<file path="src/rtl/b128_pkg.sv">
package b128_pkg;

    localparam int QUEUE_DEPTH = 2;
    localparam int E_W = 20;

    localparam logic [1:0] OP_ADD = 2'd0;
    localparam logic [1:0] OP_SUB = 2'd1;
    localparam logic [1:0] OP_MUL = 2'd2;
    localparam logic [1:0] OP_DIV = 2'd3;

    localparam logic [14:0] EXP_MAX = 15'h7fff;
    localparam logic [47:0] QUIET_HI = 48'h8000_0000_0000;
    localparam logic signed [E_W-1:0] E_BIAS = 20'sd16383;
    localparam logic signed [E_W-1:0] E_OVF = 20'sd32767;

    typedef enum logic [1:0] {
        K_SPECIAL,
        K_ADD,
        K_MUL,
        K_DIV
    } t_kind;

    typedef struct packed {
        logic [1:0]  opcode;
        logic        a_sign;
        logic [14:0] a_exponent;
        logic [47:0] a_frac_high;
        logic [63:0] a_frac_low;
        logic        b_sign;
        logic [14:0] b_exponent;
        logic [47:0] b_frac_high;
        logic [63:0] b_frac_low;
    } t_req;

    typedef struct packed {
        logic        res_neg;
        logic [14:0] res_exponent;
        logic [47:0] res_frac_high;
        logic [63:0] res_frac_low;
    } t_res;

    typedef struct packed {
        t_kind                  kind;
        logic                   sign;
        logic                   eff_sub;
        t_res                   res;
        logic [112:0]           xsig;
        logic signed [E_W-1:0]  ex;
        logic [112:0]           ysig;
        logic signed [E_W-1:0]  ey;
    } t_job;

endpackage

</file>
<file path="src/rtl/b128_queue.sv">
module b128_queue #(
    parameter int DEPTH = b128_pkg::QUEUE_DEPTH
) (
    input  logic           i_clk,
    input  logic           i_rst_n,
    input  logic           i_push,
    input  b128_pkg::t_job i_job,
    output logic           o_full,
    input  logic           i_pop,
    output logic           o_valid,
    output b128_pkg::t_job o_job
);
    import b128_pkg::*;

    localparam int PW = (DEPTH > 1) ? $clog2(DEPTH) : 1;
    localparam int CW = $clog2(DEPTH + 1);

    t_job          r_mem [DEPTH];
    logic [PW-1:0] r_wr, r_rd;
    logic [CW-1:0] r_cnt;
    logic          do_push, do_pop;

    assign o_full = r_cnt == CW'(DEPTH);
    assign o_valid = r_cnt != '0;
    assign o_job = r_mem[r_rd];
    assign do_push = i_push && !o_full;
    assign do_pop = i_pop && o_valid;

    always_ff @(posedge i_clk) begin
        if (do_push) begin
            r_mem[r_wr] <= i_job;
        end
        if (!i_rst_n) begin
            r_wr <= '0;
            r_rd <= '0;
            r_cnt <= '0;
        end else begin
            if (do_push) begin
                r_wr <= (r_wr == PW'(DEPTH - 1)) ? '0 : r_wr + 1'b1;
            end
            if (do_pop) begin
                r_rd <= (r_rd == PW'(DEPTH - 1)) ? '0 : r_rd + 1'b1;
            end
            if (do_push && !do_pop) begin
                r_cnt <= r_cnt + 1'b1;
            end else if (do_pop && !do_push) begin
                r_cnt <= r_cnt - 1'b1;
            end
        end
    end

endmodule

</file>
<file path="config.mk">
export PLATFORM = sky130hd
export DESIGN_NAME = b128_queue
export DESIGN_NICKNAME = d
export VERILOG_FILES = /design/src/rtl/b128_pkg.sv /design/src/rtl/b128_queue.sv
export SDC_FILE = /design/constraint.sdc
export NUM_CORES = 1
export LEC_CHECK = 0
export ABC_CLOCK_PERIOD_IN_PS = 47600
export BUFFER_PORTS_ARGS = -buffer_cell sky130_fd_sc_hd__buf_2
export CAP_MARGIN = 20
export CORE_AREA = 2 2 315 317
export DETAILED_ROUTE_END_ITERATION = 16
export DIE_AREA = 0 0 317 319
export GPL_TIMING_DRIVEN = 0
export PLACE_DENSITY = 0.58
export SLEW_MARGIN = 5
export SYNTH_ARGS = -nofsm -noshare
export SYNTH_HDL_FRONTEND = slang
export SYNTH_SLANG_ARGS = --single-unit
</file>
<file path="constraint.sdc">
create_clock -name i_clk -period 47.6 [get_ports i_clk]
set_input_delay 14.28 -clock i_clk [delete_from_list [all_inputs] [get_ports i_clk]]
set_output_delay 14.28 -clock i_clk [all_outputs]
set_load 0.02 [all_outputs]
</file>
Word-level counts from Yosys, hierarchy flattened
Memories as Yosys holds them, arrays and structs flattened. A register that Yosys moved wholly into a read port is not among the register bits.
Index checks and enable logic that the tools add are counted.

word-level totals
  bits in latches = 0
  bits in read-only memories = 0
  RAM bits = 796
  logic and storage cells = 26
  bits in registers = 4
  memories kept = 1

operators by class
  bitwise operators = 0
  equality and inequality tests = 1
  $mul = 0
  div/mod/pow operators = 0
  $add $sub $neg = 4
  reduce and logical (&&, ||, !) cells = 9
  mux-type cells = 8
  order comparisons = 0
  shift operators = 0

memories
  name   depth  width  read ports  clocked after memory_dff  wr ports  RTL line          source
  r_mem  2      398    1           1                         1         b128_queue.sv:18  t_job r_mem [DEPTH];

operators with widths
  operator               number
  $mux W1                6
  $logic_and A1 B1 Y1    4
  $mux W2                2
  $reduce_bool A2 Y1     2
  $logic_not A1 Y1       3
  $add A1 B1 Y1 const B  2
  $add A2 B1 Y2 const B  1
  $eq A2 B2 Y1 const B   1
  $sub A2 B1 Y2 const B  1

Logic depth before layout (Yosys ltp)
Gate-level depths: netlist of run 1.

  depth after elaboration = 7
  mapped depth = 7

Worst setup path after synthesis of run 1
Ideal clock, no wire load.

  kind = input -> register
  start = input port i_push
  end = register r_wr
  setup slack = 4.787 ns
  arrival time = 42.641 ns
  stages on the path = 3
  setup time = 0.172 ns
  cells stage by stage = inv_1 > nor3_1 > o21a_1

on the way
  word-level cells in the longest chain between the ends = 1

RTL lines
  element               RTL line          source
  from (decl)           b128_queue.sv:6   input logic i_push,
  $logic_and A1 B1 Y1   b128_queue.sv:26  assign do_push = i_push && !o_full;
  to (signal assigned)  b128_queue.sv:39  r_wr <= (r_wr == PW'(DEPTH - 1)) ? '0 : r_wr + 1'b1;
  to (decl)             b128_queue.sv:19  logic [PW-1:0] r_wr, r_rd;

Every way passes these cells.
A chain may end at the register's enable or synchronous reset.

==> results of run 1 <==
## cells by family (layout without fill, tap and decap cells)
kind of cell / Yosys count / after routing / share of synthesized area
compound gates: 5 / 5 / 0.00108
xor+xnor: 3 / 3 / 0.000870
fa+ha+maj: 1 / 1 / 0.000414
simple gates: 9 / 9 / 0.00174
buf+inv: 46 / 1049 / 0.0160
mux: 398 / 398 / 0.186
flops: 801 / 801 / 0.794
other cells: 0 / 13 / 0
## power by group through the flow
stage | clock network, mW | registers, mW | logic, mW
2_1_floorplan | 0 | 1.00 | 0.456
3_3_place_gp | 0 | 1.06 | 0.668
3_5_place_dp | 0 | 0.920 | 0.698
4_1_cts | 0.680 | 0.906 | 0.700
5_1_grt | 0.706 | 0.912 | 0.726
6_report | 0.658 | 0.905 | 0.685
## worst paths after layout
path                         start                       to  cells after the start
max                       register               o_job[321]                      5
min          r_cnt[1]$_SDFFE_PN0P_    r_cnt[1]$_SDFFE_PN0P_                      2
max reg2reg  r_cnt[0]$_SDFFE_PN0P_  r_mem[0][275]$_DFFE_PP_                     11
min reg2reg  r_cnt[1]$_SDFFE_PN0P_    r_cnt[1]$_SDFFE_PN0P_                      2
## tightest hold or removal path, stage by stage (launching register included)
cell and delay [ps]:
dfxtp_1 340, o21ai_0 80, a21boi_0 70
## state kept, by name, summed over array words and instances (netlist names), named ones only
register  flops
r_rd          1
r_mem       796
r_cnt         2
r_wr          1
## cells in the mapped netlist
| master | instances | area share |
|---|---|---|
| nor3_1 | 1 | 0.00017 |
| o21a_1 | 1 | 0.00025 |
| edfxtp_1 | 796 | 0.79 |
| ha_1 | 1 | 0.00041 |
| xor2_1 | 1 | 0.00029 |
| xnor2_1 | 2 | 0.00058 |
| nor2_1 | 1 | 0.00012 |
| or3_1 | 1 | 0.00021 |
| buf_2 | 8 | 0.0013 |
| buf_8 | 10 | 0.0050 |
| o21ai_0 | 2 | 0.00033 |
| inv_1 | 2 | 0.00025 |
| buf_6 | 24 | 0.0089 |
| nand2b_1 | 1 | 0.00021 |
| mux2_2 | 98 | 0.037 |
| and2_1 | 3 | 0.00062 |
| a21boi_0 | 2 | 0.00050 |
| and3_1 | 1 | 0.00021 |
| dfxtp_1 | 5 | 0.0033 |
| or2_2 | 1 | 0.00021 |
| mux2_4 | 300 | 0.15 |
| buf_4 | 2 | 0.00050 |
## cells in the final DEF (no fill, tap or decap), drive strengths merged, types with 2 or more instances in the layout
cell,netlist,final
clkbuf,0,103
and2,3,3
buf,44,892
clkinvlp,0,5
o21ai,2,2
inv,2,8
clkinv,0,32
mux2,398,398
diode,0,13
dfxtp,5,5
a21boi,2,2
edfxtp,796,796
bufinv,0,9
xnor2,2,2
## stage by stage
stage	setup TNS (ps)	setup slack (ps)	hold WS, ps
global route	0	30760	580
detailed placement	0	30300	532
global placement	-3888140	-10110	498
CTS	0	30750	544
finish	0	30920	542
floorplan	0	4790	483
## metal layers
layer,track usage,vias up,share of wire
met5,0,-,0.0024
met4,0.0562,32,0.030
met3,0.0625,155,0.11
met2,0.254,657,0.52
met1,0.135,7544,0.34
li1,-,6975,-
## final cells by class
cell class                 instances  area [um2]  share of cell area
antenna                           13        32.5            0.000828
sequential                       801       24000               0.611
buffer                            44         475              0.0121
clock inverter                    52         548              0.0140
clock buffer                     103        2260              0.0575
inverter                           2        7.51            0.000191
multi-input combinational        416        5740               0.146
timing repair buffer             848        4590               0.117
tap                             1287        1610              0.0410
==> impl_metrics.ini, run 1 <==
[yosys]
synth.net_count = 1666
synth.distinct_cells = 22
syn_area_um2 = 30200
ys_seq_elements = 801
avgSynthCellArea_um2 = 23.9
yosysWarningCount = 0
ys_seq_area_frac = 0.794
synth_cells = 1263

[worst_setup_path]
worstSetupPathType = register to output port
critPathLaunchType = register
end_kind = output port
crit_slowest_cell = mux2_4
cp_num_buf_inv = 4
rrSetupSlack_ps = 44180
max_stage_delay_ps = 380
crit_fanout = 10
cpMostUsedCell = buf_6
path_cells = buf_6, buf_6, buf_6, mux2_4, buf_2
crit_arrival_ps = 2400
cp_top_family = buffers and inverters
crit_required_ps = 33320

[place]
place_inst = 3398
placed_area_um2 = 36400
globalplace.congestion = 0.781
dp_hpwl_um = 55800
port_buffers = 801

[pwr]
swShare = 0.303
pwr-share-seq = 0.402
power_mw = 2.25
p_leak_nw = 15.1
p_sw_mw = 0.681
clkPwrFrac = 0.293
intPower_mw = 1.57
powerDensity_nw_per_um2 = 57.3
irDropWorstVdd_v = 0.0000359
comb_power_share = 0.305

[floorplan]
initial_core_util = 0.309
die_x_um = 317
dieArea_um2 = 101000
io_pins = 802
dieHeight_um = 319
core_um2 = 97700
fp-row-count = 115

[global_routing]
gr-total-overflow = 0
grt_pass1_vias = 16700
grt_pass1_wl_um = 104000
grt.total_usage = 0.139
grt_max_degree = 63
antenna_found_initial = 34

[layout]
drive_gt1_frac = 0.625
area_growth_pct = 29.9
final_area_um2 = 39300
final_nets = 2602
fillers = 8888
stdcell_count = 3566
utilization = 0.402

[detailed_routing]
num_vias = 15400
routed_wl_um = 73500
ant_nets = 0
remaining_drc_errors = 0
first_pass_iters = 4
drt-initial-drc-count = 881
routed_via_density = 4.31
routedWlPerCell_um = 20.6

[timing]
fin_crit_sh = 0.350
fin_crit_ps = 16680
drv_slew = 0
fmax_mhz = 60.0
finClkSkew_ps = 13.8
hold_viol_final = 0
rsz0062_at_grt = false
slew_headroom = 0.519
tightest_slew_ps = 718
setup_viol = 0

[clock_tree]
postCtsSetupBuffers = 0
cts-htree-levels = 3
cts_tree = built
clockRootBuffer = clkbuf_16
cts.hold.buffers_added = 0
cts_buffers = 86
path_clk_slew_ps = 60
cts_buffer_depth = 3
clk_latency_ps = 650
cts_resized = 0
cts_sinks = 801

[run_status]
status = complete, no violations

[flow_run]
timing.max_cap.violations = 0

[hold_path]
worst_hold_path_type = register to register
(Power assumes the default switching activity.)
==> run 2, diff against run 1 <==
- ABC_AREA: default -> 1
- ABC_CLOCK_PERIOD_IN_PS: 47600 -> 16050
- clock period: 47.6 -> 16.05 ns (I/O delays scaled with it)
==> run 2 against run 1 <==
Clock skew is essentially flat. Register-to-register slack lost 31000 ps. Utilization is essentially flat. Global-route usage grew 0.16 points. Die area is the same. Non-clock buffer count shrank 17.
==> impl_metrics.ini, run 2 <==
[detailed_routing]
routedWlPerCell_um = 20.9
routed_via_density = 4.32
drt-initial-drc-count = 756
first_pass_iters = 5
num_vias = 15400
routed_wl_um = 74700
remaining_drc_errors = 0
ant_nets = 0

[worst_setup_path]
max_stage_delay_ps = 490
path_cells = buf_6, buf_2, mux2_2, buf_2
critPathLaunchType = register
end_kind = output port
cp_num_buf_inv = 3
r2r-start = r_cnt[1]$_SDFFE_PN0P_
r2r_end = r_mem[0][73]$_DFFE_PP_
crit_fanout = 11
rrSetupSlack_ps = 12860
worstSetupPathType = register to output port
r2r_cells = 9
crit_slowest_cell = buf_2
crit_arrival_ps = 2350
cp_top_family = buffers and inverters
crit_required_ps = 11230
cpMostUsedCell = buf_2

[layout]
final_nets = 2598
area_growth_pct = 29.9
reg.largest.list = r_mem (796), r_cnt (2)
final_cell_mix = 809 x buf_2, 796 x edfxtp_1, 300 x mux2_4
final_common_cell = buf_2
drive_gt1_frac = 0.617
largest_reg_flops = 796
max_flop_register = r_mem

[hold_path]
whs_endpoint = r_rd$_SDFFE_PN0P_
hold_start = r_rd$_SDFFE_PN0P_
worst_hold_path_type = register to register
hold_depth = 2

[floorplan]
io_pins = 802
fp-row-count = 115
initial_core_util = 0.309
dieArea_um2 = 101000
core_um2 = 97700
dieHeight_um = 319
die_x_um = 317

[yosys]
avgSynthCellArea_um2 = 23.7
synthAdderAreaFrac = 0.000414
synth_top_family_by_area = multiplexers
synthSimpleGateAreaFrac = 0.00236
synthTopCellsByArea = edfxtp_1 79%, mux2_4 15%, mux2_2 3.7%
yosys.area.top_type = edfxtp_1
yosysMostFrequentCell = edfxtp_1
syn_area_um2 = 30200
synth.distinct_cells = 17
synth-xor-area-share = 0
synth.net_count = 1678
synth_enable_flop_cells = 796
ys_seq_elements = 801
synth_top_cell_area_share = 0.791
yosysWarningCount = 0
synth.top_cells.by_count = 796 x edfxtp_1, 300 x mux2_4, 98 x mux2_2
synth_mux_area_frac = 0.186
synth_cells = 1275
ys_seq_area_frac = 0.794
ys_async_sr_fraction = 0
ys.flop_type = edfxtp_1
synth_compound_area_frac = 0.000911

[timing]
fin_crit_sh = 0.446
drv_slew = 0
hold_viol_final = 0
fmax_mhz = 140
finClkSkew_ps = 13.4
tns_ps = 0
slew_headroom = 0.468
rsz0062_at_grt = false
fin_ws_ps = 8890
tightest_slew_ps = 789
fin_crit_ps = 7160
setup_viol = 0

[global_routing]
grt_pass1_wl_um = 105000
grt_max_degree = 32
busiest_layer = met2
grt_pass1_vias = 16600
antenna_found_initial = 31
grt.total_usage = 0.141
grt_use_met3 = 0.0509
use_met2 = 0.254
gr-total-overflow = 0
gr-usage-met1 = 0.145

[pwr]
power_mw = 6.43
swShare = 0.295
pwr-share-seq = 0.421
comb_power_share = 0.280
irDropWorstVdd_v = 0.000110
p_sw_mw = 1.89
p_leak_nw = 15.1
intPower_mw = 4.54
clkPwrFrac = 0.299
powerDensity_nw_per_um2 = 164

[clock_tree]
path_clk_slew_ps = 60
clockRootBuffer = clkbuf_16
cts-htree-levels = 3
cts_buffer_depth = 3
cts_buffers = 87
cts.hold.buffers_added = 0
cts_sinks = 801
cts_tree = built
cts_resized = 0
clk_latency_ps = 630
postCtsSetupBuffers = 0

[flow_run]
timing.max_cap.violations = 0

[place]
dp_hpwl_um = 56000
port_buffers = 801
globalplace.congestion = 0.783
pre_cts_slack_ps = 8310

[run_status]
status = complete, no violations
-- run 2: cell types whose count changed in the layout (fill, tap and decap cells not counted), moves of 4 or more --
cell	before	now
diode_2	13	18
nor2_1	1	7
inv_1	2	8
buf_16	6	2
buf_8	15	10
buf_6	39	24
buf_12	1	28
buf_4	22	2
nand2_1	0	7
-- run 2: area by class of cell --
| cell class | count | area [um2] |
|---|---|---|
| Antenna cell | 18 | 45.0 |
| Buffer | 44 | 475 |
| Clock buffer | 106 | 2270 |
| Clock inverter | 51 | 475 |
| Fill cell | 8856 | 58400 |
| Inverter | 8 | 30.0 |
| Multi-Input combinational cell | 422 | 5730 |
| Sequential cell | 801 | 24000 |
| Tap cell | 1287 | 1610 |
| Timing Repair Buffer | 831 | 4620 |
-- run 2: how the worst max path moves through the flow --
stage / depth (start not counted) / endpoint / slack [ps] / startpoint
after global placement: 3 / r_mem[0][110]$_DFFE_PP_ / -16200 / i_push
after floorplan: 2 / r_mem[0][0]$_DFFE_PP_ / -6550 / i_push
after detailed placement: 9 / r_mem[0][72]$_DFFE_PP_ / 8310 / i_push
after CTS: 4 / o_job[54] / 8700 / register
final: 4 / o_job[54] / 8890 / register
after global routing: 4 / o_job[54] / 8710 / register
-- run 2: kinds of logic (layout without fill, tap and decap cells) --
kind of cell	after synthesis	after routing
muxes	398	398
and+or+nand+nor	18	18
other	0	18
buffers and inverters	52	1040
AOI/OAI and AO/OA	5	5
DFF	801	801
adders and majority gates	1	1
-- run 2: power by group through the flow --
stage	Clock (mW)	Sequential, mW	Combinational (mW)
2_1_floorplan	0	2.96	1.17
3_3_place_gp	0	3.10	1.73
3_5_place_dp	0	2.75	1.83
4_1_cts	1.99	2.71	1.84
5_1_grt	2.07	2.73	1.90
6_report	1.92	2.70	1.80
-- run 2: through the flow --
stage	hold WS, ps	utilization	area [um2]	instances
after floorplan	467	-	30200	1275
after global placement	494	0.367	35800	3363
after detailed placement	519	0.373	36500	3393
after CTS	534	0.401	39200	3550
after global routing	550	0.402	39300	3562
final	531	0.402	39300	3568
-- run 2: worst register-to-register path, delay by kind of cell (launching register included) --
kind	cells	cell delay (ps)
DFF	1	330
and+or+nand+nor	1	700
AOI/OAI and AO/OA	1	270
buffers and inverters	7	1570
-- run 2: per-layer routing --
metal  routed length, um  vias up
met5                  92        -
met4                2510       14
met3                6570      143
met2               39300      564
met1               26200     7701
li1                    -     6981
