## src/rtl/b128_pkg.sv

```systemverilog
package b128_pkg;

    localparam int QUEUE_DEPTH = 2;
    localparam int E_W = 20;

    localparam logic [1:0] OP_ADD = 2'd0;
    localparam logic [1:0] OP_SUB = 2'd1;
    localparam logic [1:0] OP_MUL = 2'd2;
    localparam logic [1:0] OP_DIV = 2'd3;

    localparam logic [14:0] EXP_MAX = 15'h7fff;
    localparam logic [47:0] QUIET_HI = 48'h8000_0000_0000;
    localparam logic signed [E_W-1:0] E_BIAS = 20'sd16383;
    localparam logic signed [E_W-1:0] E_OVF = 20'sd32767;

    typedef enum logic [1:0] {
        K_SPECIAL,
        K_ADD,
        K_MUL,
        K_DIV
    } t_kind;

    typedef struct packed {
        logic [1:0]  opcode;
        logic        a_sign;
        logic [14:0] a_exponent;
        logic [47:0] a_frac_high;
        logic [63:0] a_frac_low;
        logic        b_sign;
        logic [14:0] b_exponent;
        logic [47:0] b_frac_high;
        logic [63:0] b_frac_low;
    } t_req;

    typedef struct packed {
        logic        res_neg;
        logic [14:0] res_exponent;
        logic [47:0] res_frac_high;
        logic [63:0] res_frac_low;
    } t_res;

    typedef struct packed {
        t_kind                  kind;
        logic                   sign;
        logic                   eff_sub;
        t_res                   res;
        logic [112:0]           xsig;
        logic signed [E_W-1:0]  ex;
        logic [112:0]           ysig;
        logic signed [E_W-1:0]  ey;
    } t_job;

endpackage

```

## src/rtl/b128_front.sv

```systemverilog
module b128_front (
    input  b128_pkg::t_req i_req,
    output b128_pkg::t_job o_job
);
    import b128_pkg::*;

    logic        bs;
    logic        a_max, b_max, a_fz, b_fz;
    logic        a_nan, b_nan, a_inf, b_inf, a_zero, b_zero;
    logic        swap;
    logic [112:0] a_sig, b_sig;
    logic signed [E_W-1:0] a_e, b_e;
    t_res        dnan, res_a, res_b, res_inf, res_zero;

    always_comb begin
        bs = i_req.b_sign ^ (i_req.opcode == OP_SUB);
        a_max = i_req.a_exponent == EXP_MAX;
        b_max = i_req.b_exponent == EXP_MAX;
        a_fz = (i_req.a_frac_high == '0) && (i_req.a_frac_low == '0);
        b_fz = (i_req.b_frac_high == '0) && (i_req.b_frac_low == '0);
        a_nan = a_max && !a_fz;
        b_nan = b_max && !b_fz;
        a_inf = a_max && a_fz;
        b_inf = b_max && b_fz;
        a_zero = (i_req.a_exponent == '0) && a_fz;
        b_zero = (i_req.b_exponent == '0) && b_fz;
        a_sig = {i_req.a_exponent != '0, i_req.a_frac_high, i_req.a_frac_low};
        b_sig = {i_req.b_exponent != '0, i_req.b_frac_high, i_req.b_frac_low};
        a_e = (i_req.a_exponent != '0) ? E_W'(i_req.a_exponent) : E_W'(1);
        b_e = (i_req.b_exponent != '0) ? E_W'(i_req.b_exponent) : E_W'(1);
        swap = {i_req.b_exponent, i_req.b_frac_high, i_req.b_frac_low}
             > {i_req.a_exponent, i_req.a_frac_high, i_req.a_frac_low};

        dnan = '{1'b0, EXP_MAX, QUIET_HI, 64'd0};
        res_a = '{i_req.a_sign, i_req.a_exponent, i_req.a_frac_high, i_req.a_frac_low};
        res_b = '{bs, i_req.b_exponent, i_req.b_frac_high, i_req.b_frac_low};
        res_inf = '{i_req.a_sign ^ bs, EXP_MAX, 48'd0, 64'd0};
        res_zero = '{i_req.a_sign ^ bs, 15'd0, 48'd0, 64'd0};

        o_job = '0;
        o_job.kind = K_SPECIAL;
        o_job.sign = i_req.a_sign ^ bs;
        o_job.xsig = a_sig;
        o_job.ex = a_e;
        o_job.ysig = b_sig;
        o_job.ey = b_e;

        if (a_nan) begin
            o_job.res = res_a;
            o_job.res.res_frac_high = i_req.a_frac_high | QUIET_HI;
        end else if (b_nan) begin
            o_job.res = res_b;
            o_job.res.res_frac_high = i_req.b_frac_high | QUIET_HI;
        end else begin
            case (i_req.opcode)
                OP_ADD, OP_SUB: begin
                    if (a_inf) begin
                        o_job.res = (b_inf && (i_req.a_sign != bs)) ? dnan : res_a;
                    end else if (b_inf) begin
                        o_job.res = res_b;
                    end else if (a_zero && b_zero) begin
                        o_job.res = '{i_req.a_sign & bs, 15'd0, 48'd0, 64'd0};
                    end else if (a_zero) begin
                        o_job.res = res_b;
                    end else if (b_zero) begin
                        o_job.res = res_a;
                    end else begin
                        o_job.kind = K_ADD;
                        o_job.eff_sub = i_req.a_sign != bs;
                        if (swap) begin
                            o_job.sign = bs;
                            o_job.xsig = b_sig;
                            o_job.ex = b_e;
                            o_job.ysig = a_sig;
                            o_job.ey = a_e;
                        end else begin
                            o_job.sign = i_req.a_sign;
                        end
                    end
                end
                OP_MUL: begin
                    if (a_inf || b_inf) begin
                        o_job.res = (a_zero || b_zero) ? dnan : res_inf;
                    end else if (a_zero || b_zero) begin
                        o_job.res = res_zero;
                    end else begin
                        o_job.kind = K_MUL;
                    end
                end
                default: begin
                    if (a_inf) begin
                        o_job.res = b_inf ? dnan : res_inf;
                    end else if (b_inf) begin
                        o_job.res = res_zero;
                    end else if (b_zero) begin
                        o_job.res = a_zero ? dnan : res_inf;
                    end else if (a_zero) begin
                        o_job.res = res_zero;
                    end else begin
                        o_job.kind = K_DIV;
                    end
                end
            endcase
        end
    end

endmodule

```

## config.mk

```make
export PLATFORM = sky130hd
export DESIGN_NAME = b128_front
export DESIGN_NICKNAME = d
export VERILOG_FILES = /design/src/rtl/b128_pkg.sv /design/src/rtl/b128_front.sv
export SDC_FILE = /design/constraint.sdc
export NUM_CORES = 1
export LEC_CHECK = 0
export BUFFER_PORTS_ARGS = -buffer_cell sky130_fd_sc_hd__clkbuf_2
export CAP_MARGIN = 20
export CORE_AREA = 2 2 253 255
export DETAILED_ROUTE_END_ITERATION = 8
export DIE_AREA = 0 0 255 257
export GPL_TIMING_DRIVEN = 0
export SLEW_MARGIN = 20
export SYNTH_ARGS = -nofsm -noshare
export SYNTH_HDL_FRONTEND = slang
export SYNTH_SLANG_ARGS = --single-unit
```

## constraint.sdc

```tcl
create_clock -name vclk -period 4.35
set_input_delay 0.435 -clock vclk [all_inputs]
set_output_delay 0.435 -clock vclk [all_outputs]
set_load 0.02 [all_outputs]
```

# Yosys cells after proc, flatten, opt, wreduce, memory -nomap -nowiden
# Cells that the tools add are included.
# op_classes
addsub	0
n_mul	0
n_div	0
magnitude_cmp	1
n_eq_ne	5
shifts	0
muxes	45
bitwise_logic	3
reduce_logical	24
# ops
operator	count
$mux 266	9
$mux 128	17
$pmux 128 s2	1
$logic_not 64->1	2
$gt 127x127->1	1
$logic_not 48->1	2
$eq 15x15->1 const B	2
$logic_not 15->1	2
$mux 15	2
$reduce_bool 15->1	2
$mux 3	5
$mux 2	7
$logic_and 1x1->1	10
$mux 4	2
$pmux 2 s2	1
$eq 2x1->1 const B	1
$eq 2x2->1 const B	1
$logic_not 1->1	2
$logic_not 2->1	1
$logic_or 1x1->1	2
$reduce_or 2->1	1
$xor 1x1->1	2
$and 1x1->1	1
$mux 1	1
$ne 1x1->1	1
# totals
ff_bits	0
latchBits	0
ram_bits	0
rom_bits	0
out_inout_bits	398
memories	0

# Depth between registers and ports, before layout
# Gate-level depths: netlist of run 1.
# logic_depth
depth_word	11
ltp_mapped	14
depth_no_buf	11

# Least setup slack after synthesis of run 1
# Ideal clock, no wire load.
# synth_path
path_kind	input to output
from	in i_req[222] (netlist name)
to	out o_job[11] (netlist name)
arrival_ps	3366
required_ps	3915
setup_slack_ps	549
path_stages	13
n_path_buf	2
cell_sequence	inv_1 > ha_1 > and4_1 > nand4_1 > or4_1 > nand3b_1 > or2_0 > a31oi_1 > nand2_2 > buf_6 > or2_1 > buf_2 > o31ai_1
# synth_rtl
item	line_no	source
start, declared	b128_front.sv:2	input b128_pkg::t_req i_req,
end, declared	b128_front.sv:3	output b128_pkg::t_job o_job

==> results.md, run 1 <==
* Num rows at 92
* Final min period at 4420 ps
* Largest net degree at the start of global routing at 11
* Initial Util at 0.150
* Max Clk Rate at 226 MHz
* Tcrit/Tclk final at 1.02
* Synth cell count leaders: o21ai_0 (238), inv_1 (133), ha_1 (128), a22o_1 (88), a21oi_1 (80)
* MaxCap Viol Count at 0
* DIE HEIGHT at 257 um
* Initial antenna violation count at 14
* Mean Syn Cell Area at 6.96 um^2
* Half-perimeter wire length after placement at 64000 um
* Max VDD drop at 0.0694 mV
* Layout area overhead at 86.9%
* GPL Wtd Cong at 0.967
* # IOs at 656
* Syn Inst Count at 1354
* Die area at 0.0655 mm^2
* Endpoints failing setup at 57
* Setup CP Type: in -> out
* Register area at 0 um^2
* Pwr/cell area at 140 mW/mm^2
* GRT Overall Usage at 0.224
* Worst EP arrival at 3990 ps
* Sequential fraction of the synthesis area at 0
* Layout cells sized above 1 at 0.512
* Count leader, synth: o21ai_0
* HP Class: in -> out
* Die W at 255 um
* Final Hold Vio Count at 0
* Failing checks: setup timing
* Drt wl/cell at 27.6 um
* Grt ovf at 0
* Area leader, netlist: ha_1
* CLK BUF at 0
* Main area contributors after synthesis: ha_1 (17%), o21ai_0 (13%), mux2_4 (10%), a22o_1 (8.2%), inv_1 (5.3%)
* Max-slew violation count at 0
* Via density at 5.15
* RSZ-0062 raised after global routing: true
* Yosys top cell area share at 0.170
* Routed Antenna Nets at 0
* Synth unique cells at 65
* Worst Tran Pin Value at 780 ps
* # port buffers at 646
* Yosys warnings at 0
* Residual DRC at 0
* CTS hold repair buffers at 0
* Crit. End Element: primary output
* Via count at 15100
* Fillcell total at 6786
* Status: finished, violations left
* Leakage at 0.00837 uW
* Critical Path RT at 3910 ps
* Post-layout util at 0.281
* Startpoint type of the worst setup path: input pin
* Worst-path fanout max at 6
* Number of global-route vias before repair at 14200
* Final wirelength at 81100 um
* Number of detailed-route iterations in the first pass at 5
* First-pass GRT wire length at 107000 um
* Initial DRC Count at 1300
* Final hold slack at 1230 ps
* Slew Limit Headroom at 0.475
* Setup ws final at -72.4 ps
* Core Area at 0.0627 mm^2
* Final net count at 2470
* Syn Std Cell Area at 0.00943 mm^2
* Sequential cells at 0
* Worst hold path depth at 3
-- logic make-up (layout without fill, tap and decap cells) --
| logic type | count (synthesis) | in the layout | share of synthesized area |
|---|---|---|---|
| AND/OR/NAND/NOR | 295 | 295 | 0.166 |
| XOR/XNOR | 2 | 2 | 0.00186 |
| AO/OA/AOI/OAI | 572 | 572 | 0.379 |
| other | 1 | 20 | 0.000398 |
| multiplexers | 117 | 117 | 0.164 |
| adder cells (fa/ha/maj) | 128 | 128 | 0.170 |
| buffers and inverters | 239 | 958 | 0.118 |
-- per-stage QoR --
stage	instances	TNS [ps]	instance area, um^2	setup slack [ps]	total power, uW
detailed placement	2855	-701120	13800	-2740	1840
global placement	2855	-837020	13800	-3000	1840
floorplan	1363	0	9460	549	991
CTS	2902	-4310	15400	-108	2030
finish	2938	-1480	17600	-72.4	2460
global route	2937	-15250	17600	-203	2580
-- where the power goes --
group / total, uW / switching [uW] / internal, uW
clock network: 0.000260 / 0 / 0.000259
registers: 0 / 0 / 0
logic: 2460 / 1430 / 1030
total: 2460 / 1430 / 1030
-- final timing paths --
check	slack (ps)	from	end
setup / recovery	-70	i_req[190]	o_job[227]
hold / removal	1230	i_req[183]	o_job[208]
-- layer usage --
metal / wire length [um] / GRT usage / vias up
met5: 21 / 0 / -
met4: 4500 / 0.0958 / 4
met3: 5690 / 0.0348 / 192
met2: 37500 / 0.372 / 915
met1: 33300 / 0.285 / 7330
li1: - / - / 6681
-- area by class of cell --
| cell class | instances | area (um^2) | area share |
|---|---|---|---|
| Multi-Input combinational cell | 1124 | 9700 | 0.551 |
| Buffer | 105 | 981 | 0.0557 |
| Timing Repair Buffer | 720 | 5330 | 0.303 |
| Antenna cell | 10 | 25.0 | 0.00142 |
| Inverter | 133 | 517 | 0.0293 |
| Tap cell | 846 | 1060 | 0.0601 |
-- cells in the final DEF (no fill, tap or decap), types with 11 or more instances in the layout --
cell type	Yosys	layout
a22oi_1	37	36
o22ai_1	34	33
clkbuf_16	0	18
mux2_4	63	107
nor4_1	68	42
clkbuf_2	0	436
buf_4	12	126
o21ai_1	17	57
nand4_1	39	39
ha_4	0	11
o21ai_4	0	19
nor4_4	0	18
nor2_1	79	77
buf_6	5	116
a21oi_1	80	74
clkbuf_4	0	17
clkbuf_1	64	16
inv_1	133	125
buf_8	0	19
o21ai_0	238	163
a211oi_1	17	13
a22o_1	88	87
o21ai_2	0	16
ha_1	128	117
nand3_1	16	14
buf_12	7	23
nand2_1	43	41
buf_2	17	38
-- worst max-delay path, stage by stage --
cell and delay (ps):
clkbuf_2 140, inv_2 70, ha_4 270, nand4_1 240, nor4bb_4 530, buf_4 180
nand3_1 120, a21oi_2 320, a2111oi_4 80, nand4_1 150, nand2_2 120, buf_12 160
nor2_4 140, buf_12 160, buf_16 190, clkbuf_16 200, mux2_4 310, buf_6 130
-- repair_timing --
item	in CTS	in global routing
buffers inserted	43	17
gates cloned	5	12
resized for setup	271	814
pin swaps	35	33
endpoints found under the setup margin	388	377
Note: power is estimated with default switching activity, not from simulation.
==> run 2, diff against run 1 <==
Settings changed: CORE_AREA 2 2 253 255 to 2 2 257 259, DIE_AREA 0 0 255 257 to 0 0 259 261.
Clock period 4.35 ns to 4 ns, I/O delays scaled along.
==> run 2 against run 1 <==
Effect of this change: the flow still finishes with violations (setup timing); final area grew 24%; count of clock-buffer cells in the layout is the same; non-clock buffer count grew 62; critical path depth is the same; sequential share of layout area is the same; core utilization grew 5.6 points; via count grew 3.2%; final cell count grew 2.6%; hold slack lost 73 ps; die area grew 3.1%; global-route usage grew 0.67 points; wire length grew 6.1%; critical path type unchanged; highest routed layer unchanged.
==> results.md, run 2 (synthesis gave the netlist of run 1 again) <==
* Status: finished, violations left (unchanged)
* Failing checks: setup timing (unchanged)
* Final wirelength at 86000 um (was 81100 um)
* Initial DRC Count at 1134 (was 1300)
* MaxCap Viol Count at 0 (unchanged)
* Cell Area, Placed at 0.0138 mm^2 (about the same)
* Post-route non-filler standard cell count at 3013 (was 2938)
* Max-slew violation count at 0 (unchanged)
* CTS hold repair buffers at 0 (unchanged)
* Worst-path fanout max at 6 (unchanged)
* Register area at 0 um^2 (unchanged)
* Layout cells sized above 1 at 0.592 (was 0.512)
* Sequential cells at 0 (unchanged)
* # port buffers at 646 (unchanged)
* Via count at 15600 (was 15100)
* Setup CP Type: in -> out (unchanged)
* Setup ws final at -306 ps (was -72.4 ps)
* Layout area overhead at 132% (was 86.9%)
* First-pass GRT wire length at 113000 um (was 107000 um)
* Fillcell total at 6549 (was 6786)
* Drt wl/cell at 28.6 um (was 27.6 um)
* Startpoint type of the worst setup path: input pin (unchanged)
* Post-place setup slack at -2720 ps (was -2740 ps)
* Die area at 0.0676 mm^2 (was 0.0655 mm^2)
* Routed Antenna Nets at 0 (unchanged)
* GPL Wtd Cong at 0.942 (was 0.967)
* Beginning of the worst hold path: i_req[93] (was i_req[183])
* Worst hold path depth at 3 (unchanged)
* Max Clk Rate at 232 MHz
* CLK BUF at 0 (unchanged)
* Core Area at 0.0650 mm^2 (was 0.0627 mm^2)
* Crit. End Element: primary output (unchanged)
* Grt ovf at 0 (unchanged)
* Residual DRC at 0 (unchanged)
* CP Depth at 18 (unchanged)
* Hold Path End: o_job[246] (was o_job[208])
* Final min period at 4310 ps
* Endpoints failing setup at 257 (was 57)
* Final Hold Vio Count at 0 (unchanged)
* CP bufs+invs at 8 (unchanged)
* Most frequent cells in the layout: clkbuf_2 (324), buf_8 (151), inv_1 (121), ha_1 (116), clkbuf_8 (112) (was clkbuf_2 (436), o21ai_0 (163), buf_4 (126), inv_1 (125), ha_1 (117))
* Die W at 259 um (was 255 um)
* Number of global-route vias before repair at 14900 (was 14200)
* GRT Overall Usage at 0.231 (was 0.224)
* Commonest non-fill, non-tap cell in the layout: clkbuf_2 (unchanged)
* Num rows at 94 (was 92)
* Cell family with most CP delay: simple AND/OR/NAND/NOR gates (unchanged)
* Initial antenna violation count at 5 (was 14)
* Half-perimeter wire length after placement at 64400 um (was 64000 um)
* Placed cells at 2873 (was 2855)
* CP max-delay cell: nor4_4 (was nor4bb_4)
* Largest net degree at the start of global routing at 11 (unchanged)
* Worst Tran Pin Value at 728 ps (was 780 ps)
* Final Cell Area at 0.0219 mm^2 (was 0.0176 mm^2)
* Final hold slack at 1160 ps (was 1230 ps)
* Worst EP arrival at 3910 ps (was 3990 ps)
* RSZ-0062 raised after global routing: true (unchanged)
* HP Class: in -> out (unchanged)
* # IOs at 656 (unchanged)
* Slew Limit Headroom at 0.510 (was 0.475)
* CP max stage delay at 400 ps (was 530 ps)
* Initial Util at 0.145 (was 0.150)
* Tcrit/Tclk final at 1.08
* Final net count at 2532 (was 2470)
* Number of detailed-route iterations in the first pass at 8 (was 5)
* Critical path cell sequence: clkbuf_2 > inv_1 > ha_1 > nand4_1 > nor4_4 > nand4_1 > a31oi_4 > a2111oi_4 > nand4_1 > nand2_2 > buf_12 > nor2_4 > buf_8 > buf_12 > buf_12 > buf_16 > mux2_4 > buf_6 (was clkbuf_2 > inv_2 > ha_4 > nand4_1 > nor4bb_4 > buf_4 > nand3_1 > a21oi_2 > a2111oi_4 > nand4_1 > nand2_2 > buf_12 > nor2_4 > buf_12 > buf_16 > clkbuf_16 > mux2_4 > buf_6)
* Via density at 5.18 (was 5.15)
* Critical Path RT at 3600 ps (was 3910 ps)
* DIE HEIGHT at 261 um (was 257 um)
## run 2: cell types whose count changed in the layout (fill, tap and decap cells not counted), moves of 19 or more
| cell | change |
|---|---|
| buf_8 | +132 |
| clkbuf_2 | -112 |
| clkbuf_8 | +102 |
| o21ai_0 | -75 |
| buf_4 | -59 |
| o21ai_4 | +57 |
| o21ai_2 | +36 |
| buf_12 | +29 |
| buf_2 | -27 |
| buf_6 | -19 |
## run 2: area by class of cell
| type | count | area (um^2) | share of cell area |
|---|---|---|---|
| Multi-Input combinational cell | 1124 | 10900 | 0.497 |
| Timing Repair Buffer | 788 | 8040 | 0.368 |
| Buffer | 99 | 1350 | 0.0616 |
| Tap cell | 864 | 1080 | 0.0494 |
| Inverter | 133 | 514 | 0.0235 |
| Antenna cell | 5 | 12.5 | 0.000572 |
## run 2: how the worst max path moves through the flow
stage                    start    endpoint  slack, ps
floorplan           i_req[222]   o_job[11]        270
global placement     i_req[91]   o_job[94]      -2980
detailed placement   i_req[65]   o_job[94]      -2720
CTS                 i_req[222]    o_job[6]       -360
global route        i_req[217]  o_job[264]       -420
finish              i_req[158]  o_job[176]       -310
## run 2: routing by layer
layer | GRT usage | share of wire | wire (um) | up-vias
met4 | 0.0991 | 0.057 | 4880 | 2
met3 | 0.0312 | 0.073 | 6310 | 227
met1 | 0.285 | 0.39 | 34000 | 7595
li1 | - | - | - | 6802
met2 | 0.401 | 0.48 | 40900 | 979
met5 | 0 | 0.00013 | 11 | -
## run 2: repair_timing
item                        CTS  global route
cloned                       35             5
pin swaps                   120            53
gates resized for setup    1217           559
setup buffers                84            31
setup endpoints to repair   388           382
## run 2: metrics by stage
step	TNS, ps	utilization
floorplan	0	-
global route	-84580	0.336
detailed placement	-817010	0.212
finish	-53500	0.336
global placement	-931810	0.212
CTS	-59690	0.313
## run 2: worst min-delay path, delay by kind of cell
family / cells / cell delay [ps]
buf+inv: 2 / 210
mux: 1 / 150
==> run 3, diff against run 2 <==
Settings changed: BUFFER_PORTS_ARGS -buffer_cell sky130_fd_sc_hd__clkbuf_2 to unset, DONT_BUFFER_PORTS set to 1.
==> run 3 against run 2 <==
Effect of this change: the flow still finishes with violations (setup timing); maximum frequency increased by 2.9%; hold slack worse by 240 ps; final area down 32%; die area unchanged; critical path depth fell by 2; critical endpoint is now o_job[251]; highest routed layer unchanged.
==> results.md, run 3 (synthesis gave the netlist of run 1 again) <==
* GRT Overall Usage at 0.212 (was 0.231)
* Via count at 12800 (was 15600)
* Post-layout util at 0.228 (was 0.336)
* Half-perimeter wire length after placement at 62500 um (was 64400 um)
* Post-place setup slack at -2630 ps (was -2720 ps)
* Initial Util at 0.145 (unchanged)
* Drt wl/cell at 34.3 um (was 28.6 um)
* WL met3 at 7280 um (was 6310 um)
* CP max stage delay at 430 ps (was 400 ps)
* Worst Tran Pin Value at 751 ps (was 728 ps)
* Worst setup path startpoint: i_req[185] (was i_req[158])
* Tcrit/Tclk final at 1.05 (was 1.08)
* Critical Path RT at 3600 ps (about the same)
* Number of global-route vias before repair at 12100 (was 14900)
* Slew Limit Headroom at 0.495 (was 0.510)
* Routed Antenna Nets at 0 (unchanged)
* CP bufs+invs at 6 (was 8)
* Setup ws final at -186 ps (was -306 ps)
* Most frequent cells in the layout: inv_1 (127), ha_1 (122), mux2_4 (106), nor2_1 (77), a21oi_1 (75) (was clkbuf_2 (324), buf_8 (151), inv_1 (121), ha_1 (116), clkbuf_8 (112))
* # IOs at 656 (unchanged)
* Die area at 0.0676 mm^2 (unchanged)
* Die W at 259 um (unchanged)
* M1 WL at 31100 um (was 34000 um)
* Setup CP Type: in -> out (unchanged)
* # port buffers at 0 (was 646)
* Final net count at 1835 (was 2532)
* Most used cell, CP: buf_12
* Top Metal Used: met5 (unchanged)
* Final TNS setup at -12380 ps (was -53500 ps)
* RSZ-0062 raised after global routing: true (unchanged)
* Crit. End Element: primary output (unchanged)
* Number of detailed-route iterations in the first pass at 5 (was 8)
* Num rows at 94 (unchanged)
* Commonest non-fill, non-tap cell in the layout: inv_1 (was clkbuf_2)
* Cell family with most CP delay: simple AND/OR/NAND/NOR gates (unchanged)
* Max Clk Rate at 239 MHz (was 232 MHz)
* Sequential cells at 0 (unchanged)
* GPL Wtd Cong at 1.03 (was 0.942)
* Endpoints failing setup at 133 (was 257)
* Critical path cell sequence: inv_1 > ha_1 > nand4_1 > nor4bb_4 > nand4_1 > a31oi_4 > a2111oi_4 > nand4_1 > nand2_2 > buf_12 > nor2_4 > buf_6 > buf_12 > buf_12 > buf_12 > mux2_4 (was clkbuf_2 > inv_1 > ha_1 > nand4_1 > nor4_4 > nand4_1 > a31oi_4 > a2111oi_4 > nand4_1 > nand2_2 > buf_12 > nor2_4 > buf_8 > buf_12 > buf_12 > buf_16 > mux2_4 > buf_6)
* Final Hold Vio Count at 0 (unchanged)
* Initial antenna violation count at 2 (was 5)
* CP max-delay cell: nor4bb_4 (was nor4_4)
* First-pass GRT wire length at 101000 um (was 113000 um)
* Residual DRC at 0 (unchanged)
* Largest net degree at the start of global routing at 11 (unchanged)
* DIE HEIGHT at 261 um (unchanged)
* Crit path capture: o_job[251] (was o_job[176])
* CP Depth at 16 (was 18)
* Met2 wire length at 36400 um (was 40900 um)
* Layout area overhead at 57.1% (was 132%)
* Max-slew violation count at 0 (unchanged)
* Initial DRC Count at 1192 (was 1134)
* HP Class: in -> out (unchanged)
* Register area at 0 um^2 (unchanged)
* Final wirelength at 79300 um (was 86000 um)
* MaxCap Viol Count at 0 (unchanged)
* CLK BUF at 0 (unchanged)
* Layout cells sized above 1 at 0.428 (was 0.592)
* Core Area at 0.0650 mm^2 (unchanged)
* Grt ovf at 0 (unchanged)
* Worst EP arrival at 3790 ps (was 3910 ps)
* Failing checks: setup timing (unchanged)
* Final min period at 4190 ps (was 4310 ps)
* Via density at 5.55 (was 5.18)
* Final hold slack at 925 ps (was 1160 ps)
* Startpoint type of the worst setup path: input pin (unchanged)
* Status: finished, violations left (unchanged)
* Worst-path fanout max at 5 (was 6)
-- run 3: metrics by stage --
stage / cells / area (um^2)
after CTS: 2290 / 13500
after detailed placement: 2231 / 10600
after floorplan: 1363 / 9460
after global placement: 2227 / 10500
after global routing: 2311 / 14800
final: 2314 / 14800
-- run 3: timing repair --
item                                    CTS  global route
gates resized for setup                 554           335
setup buffers                            51            28
endpoints found under the setup margin  388           371
cloned                                   11             7
pin swaps                                47            42
hold buffers                              0             0
-- run 3: worst min path at each step --
| stage | startpoint | to | slack, ps | cells after the start |
|---|---|---|---|---|
| 2_1_floorplan | i_req[42] | o_job[195] | 960 | 1 |
| 6_report | i_req[113] | o_job[134] | 930 | 1 |
| 3_3_place_gp | i_req[66] | o_job[219] | 960 | 1 |
| 3_5_place_dp | i_req[82] | o_job[235] | 960 | 1 |
| 5_1_grt | i_req[113] | o_job[134] | 930 | 1 |
| 4_1_cts | i_req[73] | o_job[339] | 930 | 1 |
-- run 3: routing by layer --
layer	GRT usage	up-vias
met5	0	-
met4	0.0925	2
met3	0.0538	220
met2	0.356	903
met1	0.255	6317
li1	-	5394
-- run 3: area by class of cell --
type	count	area (um^2)
Antenna cell	3	7.51
Fill cell	7094	50200
Inverter	133	529
Buffer	100	981
Timing Repair Buffer	90	1160
Tap cell	864	1080
Multi-Input combinational cell	1124	11000
